===== config.mk =====
export PLATFORM = sky130hd
export DESIGN_NAME = vfc_front
export DESIGN_NICKNAME = d
export VERILOG_FILES = /design/src/rtl/assert_macros.svh /design/src/rtl/vfc_pkg.sv /design/src/rtl/vfc_front.sv
export SDC_FILE = /design/constraint.sdc
export NUM_CORES = 1
export LEC_CHECK = 0
export BUFFER_PORTS_ARGS = -buffer_cell sky130_fd_sc_hd__buf_2
export CORE_ASPECT_RATIO = 0.9
export CORE_MARGIN = 2
export CORE_UTILIZATION = 55
export CTS_BUF_LIST = sky130_fd_sc_hd__clkbuf_8
export CTS_CLUSTER_SIZE = 40
export DETAILED_ROUTE_END_ITERATION = 12
export PLACE_DENSITY = 0.83
export SLEW_MARGIN = 30
export SYNTH_ARGS = -nofsm -noshare
export SYNTH_HDL_FRONTEND = slang
export SYNTH_SLANG_ARGS = --single-unit

===== constraint.sdc =====
create_clock -name i_clk -period 10.6 [get_ports i_clk]
set_input_delay 2.12 -clock i_clk [delete_from_list [all_inputs] [get_ports i_clk]]
set_output_delay 2.12 -clock i_clk [all_outputs]
set_load 0.01 [all_outputs]

===== src/rtl/assert_macros.svh =====
// assertion macros for the rtl files
// no dependencies; included by modules that carry concurrent checks
`ifndef ASSERT_MACROS_SVH
`define ASSERT_MACROS_SVH

// property checked on every rising edge outside reset
`define VFC_ASSERT(name, clk, rst_n, prop, msg) \
    name: assert property (@(posedge clk) disable iff (!rst_n) (prop)) else $error(msg);

// implication checked on every rising edge outside reset
`define VFC_ASSERT_IMP(name, clk, rst_n, ante, cons, msg) \
    name: assert property (@(posedge clk) disable iff (!rst_n) (ante) |-> (cons)) \
        else $error(msg);

`endif


===== src/rtl/vfc_pkg.sv =====
// shared types and constants for the value frequency counter
// no dependencies; imported by front, back and top level
package vfc_pkg;

    localparam int TABLE_DEPTH = 64;
    localparam int MAX_RESULTS = 64;
    localparam int Q_DEPTH     = 2;
    localparam int Q_AW        = $clog2(Q_DEPTH);

    typedef enum logic [1:0] {
        CMD_ADD   = 2'd0,
        CMD_TOPK  = 2'd1,
        CMD_WIN   = 2'd2,
        CMD_CLEAR = 2'd3
    } t_cmd;

    typedef enum logic [1:0] {
        ST_OK    = 2'd0,
        ST_FULL  = 2'd1,
        ST_EMPTY = 2'd2,
        ST_RSVD  = 2'd3
    } t_status;

    // classified request handed from front to back
    typedef struct packed {
        t_cmd        cmd;
        logic [63:0] label;
        logic [6:0]  top_k;
        logic        nan;
        logic        zero;
    } t_req;

    function automatic logic is_nan(input logic [63:0] v);
        return (&v[62:52]) && (|v[51:0]);
    endfunction

    function automatic logic is_zero(input logic [63:0] v);
        return ~|v[62:0];
    endfunction

endpackage


===== src/rtl/vfc_front.sv =====
// front end: accepts input words, classifies them and queues requests
// depends on vfc_pkg
module vfc_front import vfc_pkg::*; (
    input  logic        i_clk,
    input  logic        i_rst_n,
    input  logic        i_valid,
    output logic        o_stall,
    input  logic [1:0]  i_cmd,
    input  logic [63:0] i_label,
    input  logic [6:0]  i_top_k,
    output t_req        o_req,
    output logic        o_req_valid,
    input  logic        i_req_pop
);

    t_req              r_q [Q_DEPTH];
    logic [Q_AW-1:0]   r_wp, r_rp;
    logic [Q_AW:0]     r_cnt;
    logic              push;
    t_req              n_req;

    assign o_stall     = (r_cnt == (Q_AW+1)'(Q_DEPTH));
    assign push        = i_valid && !o_stall;
    assign o_req_valid = (r_cnt != '0);
    assign o_req       = r_q[r_rp];

    always_comb begin
        n_req.cmd   = t_cmd'(i_cmd);
        n_req.label = i_label;
        n_req.top_k = i_top_k;
        n_req.nan   = is_nan(i_label);
        n_req.zero  = is_zero(i_label);
    end

    always_ff @(posedge i_clk) begin
        if (push) begin
            r_q[r_wp] <= n_req;
        end
        if (!i_rst_n) begin
            r_wp  <= '0;
            r_rp  <= '0;
            r_cnt <= '0;
        end else begin
            if (push) begin
                r_wp <= (r_wp == Q_AW'(Q_DEPTH-1)) ? '0 : r_wp + 1'b1;
            end
            if (i_req_pop) begin
                r_rp <= (r_rp == Q_AW'(Q_DEPTH-1)) ? '0 : r_rp + 1'b1;
            end
            case ({push, i_req_pop})
                2'b10:   r_cnt <= r_cnt + 1'b1;
                2'b01:   r_cnt <= r_cnt - 1'b1;
                default: r_cnt <= r_cnt;
            endcase
        end
    end

endmodule


==> PnR_summary.wiki <==
{| class="wikitable"
! Metric !! Value
|-
| Outcome || completed
|-
| Actual slew at the worst max-slew pin || 0.719 ns
|-
| DP Cell Count || 558
|-
| Worst hold path endpoint || r_cnt[1]
|-
| Library cell occupying the most area in the post-synthesis netlist || sky130_fd_sc_hd__edfxtp_1
|-
| Hold bufs inserted after CTS || 0
|-
| Post-synth cell types || 23
|-
| Die extent in x || 112 µm
|-
| Resize count post-CTS || 0
|-
| Ratio of routed vias to standard cells || 5.36
|-
| Area Overhead vs Synth || 23.9%
|-
| Share of Yosys cell area claimed by the top area cell type || 77.9%
|-
| Post-DP HPWL || 7250 µm
|-
| Sequential area share after synthesis || 79.6%
|-
| Number of antenna-violating nets in the routed design || 0
|-
| Cell with the most instances after synthesis || sky130_fd_sc_hd__edfxtp_1
|-
| Count of cells along the worst hold path || 2
|-
| Startpoint types || register
|-
| Post-synth EDFFs || 150
|-
| Critical register-to-register path endpoint || r_q[0][59]
|-
| Async set-or-reset flop fraction in the synthesized netlist || 0%
|-
| Post-Place Worst Slack || 6.89 ns
|-
| Number of antenna violations at the first check in global routing || 0
|-
| Vias after detailed routing || 3165
|-
| Count of maximum capacitance violations || 0
|-
| Register-to-register path setup slack || 8.77 ns
|-
| Ratio of cells with drive above 1 in the final layout || 57.8%
|-
| Count of mapped cells out of synthesis || 282
|-
| Total of buffers placed on input and output ports || 153
|-
| Count of antenna diodes in the layout || 0
|-
| Clk slew on worst S/H paths || 0.09 ns
|-
| Setup ws final || 6.60 ns
|-
| Power density relative to cell area || 199 nW/µm²
|-
| Clk root buf || sky130_fd_sc_hd__clkbuf_8
|-
| TritonCTS Buffers || 17
|-
| Initial cell density of the core || 56.4%
|-
| Ratio of final minimum period to clock period || 37.7%
|-
| Share of the synthesized area in compound gates (AO/OA/AOI/OAI) || 0.216%
|-
| Minimum clock period || 4.00 ns
|-
| Worst hold path class || reg2reg
|-
| Weighted congestion at the end of routability-driven global placement || 0.750
|-
| Number of cells traversed by the worst register-to-register path || 4
|-
| Share of synthesized cell area in and, or, nand and nor gates || 3.96%
|-
| Ports placed on the boundary || 154
|-
| Total Nets Final || 527
|-
| Total negative slack || 0 ns
|-
| Final Hold Viols || 0
|-
| Critical Path AT || 1.88 ns
|-
| Total detailed-routing wirelength || 10900 µm
|-
| Post-detailed-route DRC marker count || 0
|-
| Reg-to-Reg Start || r_cnt[0]
|-
| DRT iter0 DRCs || 153
|-
| Commonest cells post-synth || sky130_fd_sc_hd__edfxtp_1 (150), sky130_fd_sc_hd__mux2_2 (75), sky130_fd_sc_hd__nor4_1 (15)
|-
| Placement Rows || 35
|-
| Clock buffer depth || 2
|-
| Seq cells post-synth || 155
|-
| Total placed instance area || 6710 µm²
|-
| First-pass GRT wire length || 16300 µm
|-
| DIE AREA || 11300 µm²
|-
| Detailed Routing Iterations Pass 1 || 4
|-
| H-tree level count || 4
|-
| Relative slew slack || 52.1%
|-
| Post-Synth XOR/XNOR Area || 0.606%
|-
| Unrepaired setup endpoints after global routing || false
|-
| Path type of the worst setup path || reg2out
|-
| Largest family of logic cells by synthesized area || multiplexers
|-
| Post-synthesis adder-cell area fraction || 0.216%
|-
| Final setup skew || 0.0125 ns
|-
| Final Cell Area || 7160 µm²
|-
| Syn_area_per_cell || 20.5 µm²
|-
| Pin count of the biggest net entering global routing || 76
|-
| Sink Count || 155
|-
| Post-Syn Nets || 360
|-
| Max rail drop VDD || 141 µV
|-
| Setup Buffers After CTS || 0
|-
| Clock latency reported for the late side of the worst-skew pair || 0.42 ns
|-
| Worst endpoint required time || 8.48 ns
|-
| Global-route congestion overflow total || 0
|-
| Pins over their slew limit || 0
|-
| Launch instance of the worst min-delay path || r_cnt[1]
|-
| Count of yosys warnings during synthesis || 0
|-
| Largest cells by area after synthesis || sky130_fd_sc_hd__edfxtp_1 (78%), sky130_fd_sc_hd__mux2_2 (15%), sky130_fd_sc_hd__dfxtp_1 (1.7%)
|-
| Vias in the first global route || 3134
|-
| Cell leakage power || 0.00263 µW
|-
| Vertical extent of the die || 101 µm
|-
| Setup violation total in the final timing report || 0
|-
| Portion of netlist area occupied by mux cells || 14.6%
|-
| Post-layout instance count excluding filler cells || 591
|-
| All-Layer GR Usage || 19.3%
|-
| Utilization after layout || 69.9%
|-
| Post-DR wirelength/cell || 18.5 µm
|-
| CP Capture Type || output port
|-
| Placeable core area || 10200 µm²
|-
| Ys flop type || sky130_fd_sc_hd__edfxtp_1
|-
| Fmax || 250 MHz
|-
| Cell area after synthesis || 5780 µm²
|-
| Critical path fanouts, max || 52
|-
| CTS tree || built
|}
## power by group
group          leakage [µW]  internal (µW)  switching (µW)
sequential          0.00144            747            19.6
combinational      0.000985           92.4             112
clock              0.000202            237             220
total               0.00263           1080             351
## layout make-up
| class | instances | area, µm² |
|---|---|---|
| sequential | 155 | 4610 |
| fill | 695 | 3080 |
| tap | 129 | 161 |
| inverter | 1 | 3.75 |
| clock inverter | 15 | 186 |
| clock buffer | 17 | 234 |
| multi-input combinational | 118 | 1150 |
| timing repair buffer | 156 | 825 |
## cells in the final DEF, fill, tap and decap left out, drive strengths merged
cell,n
nand2,2
bufinv,3
nor3,1
clkinv,4
xor2,1
a21boi,1
nor4,17
buf,156
and4,1
and2,4
nor2,1
mux2,75
nand2b,1
nand3,2
or2,1
nand4,4
xnor2,3
o21ai,1
clkbuf,17
dfxtp,5
inv,6
clkinvlp,3
and3,1
edfxtp,150
or3,1
ha,1
## flip-flops by register name, indices dropped and copies added (netlist names), named ones only
register,cells
r_q,150
r_wp,1
r_cnt,2
r_rp,1
## stage by stage
stage	hold WS (ns)	power (µW)
2_1_floorplan	0.473	896
3_3_place_gp	0.485	976
3_5_place_dp	0.512	985
4_1_cts	0.527	1440
5_1_grt	0.554	1490
6_report	0.517	1430
## worst max-delay path: stages (launching register included)
cell and delay (ns):
sky130_fd_sc_hd__dfxtp_4 0.58, sky130_fd_sc_hd__buf_16 0.29, sky130_fd_sc_hd__mux2_2 0.39, sky130_fd_sc_hd__buf_2 0.14
## logic make-up (layout without fill, tap and decap cells)
group                      after synthesis  after routing
xor gates and xnor gates                 4              4
and+or+nand+nor                         36             36
DFF                                    155            155
adders and majority gates                1              1
muxes                                   75             75
AOI/OAI and AO/OA                        2              2
buffers and inverters                    9            189
## metal layers
layer  part of all wire, %  global-route usage [%]  up-vias
met5                     0                       0        -
met4                  0.36                    5.91        0
met3                   6.3                    6.70        2
met2                    51                    31.3      105
met1                    43                    25.4     1585
li1                      -                       -     1473
## how the worst max path moves through the flow
stage             start   endpoint  slack, ns  depth (start not counted)
4_1_cts        register  o_req[26]       6.39                          2
6_report       register  o_req[17]       6.60                          3
2_1_floorplan   i_valid  r_q[0][0]       4.75                          2
5_1_grt        register  o_req[17]       6.50                          3
3_5_place_dp   register  o_req[26]       6.89                          2
3_3_place_gp   register  o_req[17]       6.88                          2
(Power assumes the default switching activity.)
